### src/design/fsdf_pkg.sv
`default_nettype none

package fsdf_pkg;

  localparam int FLOW_IDX_W  = 6;
  localparam int SEQ_W       = 32;
  localparam int TIME_W      = 32;
  localparam int WIN_CFG_W   = 5;
  localparam int TIMEOUT_W   = 16;
  localparam int CFG_INDEX_W = 2;
  localparam int CFG_DATA_W  = 16;
  localparam int FLOW_IDX_N  = 1 << FLOW_IDX_W;

  localparam logic [CFG_INDEX_W-1:0] REG_WINDOW_LENGTH   = 2'd0;
  localparam logic [CFG_INDEX_W-1:0] REG_TIMEOUT_SECONDS = 2'd1;

  localparam logic [WIN_CFG_W-1:0] WINDOW_RESET  = 5'd10;
  localparam logic [TIMEOUT_W-1:0] TIMEOUT_RESET = 16'd30;

  typedef struct packed {
    logic forward;
    logic cleared;
  } decision_t;

endpackage

`default_nettype wire

### src/design/fsdf_decide.sv
`default_nettype none

module fsdf_decide
  import fsdf_pkg::*;
#(
  parameter int WINDOW_MAX = 16,
  parameter int CW         = 5
) (
  input  wire logic                        flow_valid,
  input  wire logic [CW-1:0]               flow_count,
  input  wire logic [TIME_W-1:0]           flow_last,
  input  wire logic [WINDOW_MAX*SEQ_W-1:0] hist_row,
  input  wire logic [SEQ_W-1:0]            seq,
  input  wire logic [TIME_W-1:0]           now,
  input  wire logic [WIN_CFG_W-1:0]        window_length,
  input  wire logic [TIMEOUT_W-1:0]        timeout_seconds,
  output decision_t                        dec,
  output logic      [CW-1:0]               new_count,
  output logic      [WINDOW_MAX*SEQ_W-1:0] new_row
);

  logic [TIME_W-1:0]     age;
  logic                  timed_out;
  logic                  cleared;
  logic [CW-1:0]         count;
  logic [CW-1:0]         limit;
  logic [CW:0]           count_inc;
  logic [WINDOW_MAX-1:0] hit;

  always_comb begin
    age       = now - flow_last;
    timed_out = flow_valid && (age > {{(TIME_W-TIMEOUT_W){1'b0}}, timeout_seconds});
    cleared   = (seq == '0) || timed_out;
    count     = (flow_valid && !cleared) ? flow_count : '0;

    for (int i = 0; i < WINDOW_MAX; i++) begin
      hit[i] = (CW'(i) < count) && (hist_row[i*SEQ_W +: SEQ_W] == seq);
    end

    if (32'(window_length) > 32'(WINDOW_MAX)) begin
      limit = CW'(WINDOW_MAX);
    end else begin
      limit = CW'(window_length);
    end

    count_inc = {1'b0, count} + (CW+1)'(1);
    if (count_inc > {1'b0, limit}) begin
      new_count = limit;
    end else begin
      new_count = count_inc[CW-1:0];
    end

    new_row[SEQ_W-1:0] = seq;
    for (int i = 1; i < WINDOW_MAX; i++) begin
      new_row[i*SEQ_W +: SEQ_W] = hist_row[(i-1)*SEQ_W +: SEQ_W];
    end

    dec.forward = (hit == '0);
    dec.cleared = cleared;
  end

endmodule

`default_nettype wire

### config.mk
export PLATFORM = sky130hd
export DESIGN_NAME = fsdf_decide
export DESIGN_NICKNAME = d
export VERILOG_FILES = /design/src/design/fsdf_pkg.sv /design/src/design/fsdf_decide.sv
export SDC_FILE = /design/constraint.sdc
export NUM_CORES = 1
export LEC_CHECK = 0
export ABC_AREA = 0
export BUFFER_PORTS_ARGS = -buffer_cell sky130_fd_sc_hd__buf_2
export CAP_MARGIN = 15
export CORE_AREA = 2 2 451 453
export DETAILED_ROUTE_END_ITERATION = 8
export DIE_AREA = 0 0 453 455
export GPL_TIMING_DRIVEN = 0
export PLACE_DENSITY = 0.3
export SETUP_SLACK_MARGIN = 0.15
export SLEW_MARGIN = 5
export SYNTH_ARGS = -nofsm -noshare
export SYNTH_HDL_FRONTEND = slang
export SYNTH_SLANG_ARGS = --single-unit
### constraint.sdc
create_clock -name vclk -period 11.26
set_input_delay 2.252 -clock vclk [all_inputs]
set_output_delay 2.252 -clock vclk [all_outputs]
set_load 0.05 [all_outputs]
# Word level (Yosys, flattened, before mapping)
# Index checks and enable logic that the tools add are counted.
# word_totals
reg_bits,0
inputBits,635
output_inout_bits,519
wordCells,62
# op_classes
n_addsub,2
order_cmp,19
n_eq_ne,16
mux,3
reduce_logical,22
# op_table
operator,n
$eq A32 B32 Y1,16
$lt A4 B5 Y1 const A,8
$gt A32 B16 Y1,1
$logic_not A32 Y1,1
$sub A32 B32 Y32,1
$lt A3 B5 Y1 const A,4
$logic_and A1 B1 Y1,18
$logic_not A16 Y1,1
$mux W5,3
$lt A1 B5 Y1 const A,2
$lt A2 B5 Y1 const A,2
$add A5 B1 Y6 const B,1
$gt A6 B5 Y1,1
$gt A5 B5 Y1 const B,1
$logic_not A1 Y1,1
$logic_or A1 B1 Y1,1

# Logic depth before layout (Yosys ltp)
# depth
word_depth,10
depth_mapped,31
depth_no_buf,31

# Worst setup path after synthesis
# Ideal clock, no wire load.
# synth_path
path_type,in2out
start,input now[0]
end,output new_count[3]
arrival_time_ps,8517
required_ps,9008
setup_slack_ps,491
stages,30
path_buffers,0
path_cell_list,inv_1 > ha_1 > fa_1 > and2b_2 > o2111ai_4 > a21oi_1 > nor2b_1 > o21ai_0 > a21oi_1 > xnor2_1 > ha_1 > nand4_1 > or3_1 > nor2_1 > o211ai_1 > a2111oi_4 > nand4_2 > nor3_1 > and2_1 > ha_1 > ha_1 > nor2b_1 > o21a_1 > o21a_1 > o21ai_0 > inv_1 > o22ai_1 > a32o_1 > a22oi_1 > o22ai_1
# synth_between
elab_chain_cells,10
# synth_rtl
item,line_no,source
start: declaration,fsdf_decide.sv:14,"input wire logic [TIME_W-1:0] now,"
$sub A32 B32 Y32 (*),fsdf_decide.sv:31,age = now - flow_last;
$gt A32 B16 Y1 (*),fsdf_decide.sv:32,"timed_out = flow_valid && (age > {{(TIME_W-TIMEOUT_W){1'b0}}, timeout_seconds});"
$logic_and A1 B1 Y1 (*),fsdf_decide.sv:32,
$logic_or A1 B1 Y1 (*),fsdf_decide.sv:33,cleared = (seq == '0) || timed_out;
$logic_not A1 Y1 (*),fsdf_decide.sv:34,count = (flow_valid && !cleared) ? flow_count : '0;
$logic_and A1 B1 Y1 (*),fsdf_decide.sv:34,
$mux W5 (*),fsdf_decide.sv:34,
$add A5 B1 Y6 (*),fsdf_decide.sv:46,"count_inc = {1'b0, count} + (CW+1)'(1);"
$gt A6 B5 Y1,fsdf_decide.sv:47,"if (count_inc > {1'b0, limit}) begin"
$mux W5 (*),fsdf_decide.sv:47,
end: declaration,fsdf_decide.sv:18,"output logic [CW-1:0] new_count,"
# Mark *: on every way between the ends. The rest lies on a longest branch, timed or not.

# Final worst setup path
# layout_path
start,input flow_last[6]
end,output new_count[3]
# layout_between
elab_chain_cells,10
# layout_rtl
item,line_no,source
start: declaration,fsdf_decide.sv:11,"input wire logic [TIME_W-1:0] flow_last,"
$sub A32 B32 Y32 (*),fsdf_decide.sv:31,
$gt A32 B16 Y1 (*),fsdf_decide.sv:32,
$logic_and A1 B1 Y1 (*),fsdf_decide.sv:32,
$logic_or A1 B1 Y1 (*),fsdf_decide.sv:33,
$logic_not A1 Y1 (*),fsdf_decide.sv:34,
$logic_and A1 B1 Y1 (*),fsdf_decide.sv:34,
$mux W5 (*),fsdf_decide.sv:34,
$add A5 B1 Y6 (*),fsdf_decide.sv:46,
$gt A6 B5 Y1,fsdf_decide.sv:47,
$mux W5 (*),fsdf_decide.sv:47,
# Marked as above.

==> qor.txt <==
Layout cells sized above 1: 0.609
DRT antenna net count: 0
Min Hold Slack: 4.81 ns
Post-Synth Adder-Cell Area: 0.0532
Peak supply drop: 29.7 uV
Reg area: 0 um2
Port Buffers: 1,121
Post-Synth XOR/XNOR Area: 0.368
Die area: 206,000 um2
Dpl cell area: 22,600 um2
Final setup TNS: 0 ns
Most common cell on crit path: ha_1
GR Overflow Total: 0
Post-route DRC: 0
First-pass GRT wire length: 222,000 um
Largest family of logic cells by synthesized area: XOR/XNOR gates
Setup Crit Path Kind: input port to output pin
Least-Margin Pin Slew: 1.35 ns
Synthesized area per cell: 7.36 um2
Leading area contributor after synthesis: buf_4
Chip Width: 453 um
Simple-gate area share of the yosys netlist: 0.148
Seq_cells: 0
Worst slew margin: 0.0978
Gpl congestion: 0.929
Minimum clock period after layout: 10.74 ns
Synth Area in Compound Gates: 0.0869
Detailed Routing Iterations Pass 1: 5
Total Wirelength: 190,000 um
CP required: 9.01 ns
Fillers: 23,800
Starting DRT DRC Count: 1,261
Worst setup margin: 0.524 ns
Cts hold-fix bufs: 0
Commonest non-fill, non-tap cell in the layout: buf_2
Final worst path period share: 0.953
Max-slew violations: 0
Place WS: -1.18 ns
Core footprint: 201,000 um2
Pin count of the biggest net entering global routing: 11
Leak Pwr: 0.0108 uW
Pwr dens: 61.3 nW/um2
Crit start category: input port
Final #Nets: 3,611
I/O pins: 1,154
Die extent in y: 455 um
Achievable Freq: 93.1 MHz
Std-Cell Rows: 165
Post-synthesis mux area share: 0.00390
CP max FO: 7
CP Capture Type: output pin
Netlist cell types: 69
Area grow syn2layout: 79.7%
Initial Util: 0.0638
Final Core Density: 0.115
Clkbuf count: 0
Hold Path Class: input port to output pin
Total GRT Usage: 0.173
Via density per instance: 3.09
Post-Syn Instances: 1,745
Post-DP HPWL: 176,000 um
Post-route cell area: 23,100 um2
Number of global-route vias before repair: 16,900
Final setup violation count: 0
Vias: 17,600
Max incr delay on CP: 0.38 ns
Status: finished clean
Final hold viol count: 0
Max Cap Violations: 0
Cell area after synthesis: 12,800 um2
Multi-input gate area: 8630 um2
RSZ-0062 raised after global routing: no
Top cells by area, synth: buf_4 (30%), xor2_1 (21%), xnor2_1 (16%), ha_1 (5.2%), nor4_1 (4.9%)
Worst endpoint data arrival time: 8.48 ns
Average wire per cell in the routed design: 33.5 um
Syn Nets: 2,434
CP max-delay cell: nor3_1
Share of the synthesized area in the top cell type: 0.300
Most frequent cells in the layout: buf_2 (1,126), buf_4 (531), xor2_1 (308)
Initial antenna violation count: 93
Seq/Total Area, Yosys: 0
Ys Warns: 0
==> synth_stat cells (all sizes together) (11+ instances only) <==
cell / number
nor4: 101
clkbuf: 72
buf: 519
inv: 58
nor2: 41
xor2: 308
nand2: 45
ha: 53
xnor2: 232
nand4: 86
a21oi: 49
o21ai: 30
nor3: 11
nand3: 18
a21o: 11
==> where the power goes <==
group	total [uW]	internal, uW	switching (uW)
Clock	0.00117	0.00117	0
Combinational	1420	454	961
Sequential	0	0	0
Total	1420	454	961
==> what timing repair did <==
item | 4_1_cts | 5_1_grt
pin swaps | 6 | 16
gates resized for setup | 15 | 8
buffers inserted | 9 | 4
endpoints found under the setup margin | 5 | 5
==> through the flow <==
stage	power (uW)	std cells
floorplan	821	1745
global placement	1390	5538
detailed placement	1420	5577
CTS	1430	5586
global route	1480	5675
finish	1420	5683
==> per-layer routing <==
metal,share of wire,track usage,vias up
li1,-,-,7794
met1,0.34,0.179,8612
met2,0.54,0.326,888
met3,0.072,0.0453,228
met4,0.044,0.0743,46
met5,0.0016,0.00483,-
==> worst paths after layout <==
kind / start / endpoint / slack (ns) / cells past startpoint
worst max-delay path: flow_last[6] / new_count[3] / 0.52 / 31
worst min-delay path: seq[4] / new_row[4] / 4.81 / 2
==> layout make-up <==
type,count,area share
multi-input cells,1096,0.374
well taps,2672,0.145
diodes,91,0.00987
plain buffers,591,0.182
repair buffers,1175,0.280
inverters,58,0.00943
==> cells by family after synthesis <==
kind of cell               Yosys count
AOI/OAI and AO/OA                  160
xor gates and xnor gates           540
muxes                                5
adders and majority gates           54
buffers and inverters              649
and+or+nand+nor                    337
==> critical path: cells and delay by family <==
kind,cells,cell delay [ns]
buf+inv,6,0.91
simple gates,6,1.34
compound gates,14,2.57
fa+ha+maj,4,1.23
xor+xnor,1,0.18
(Power assumes the default switching activity.)
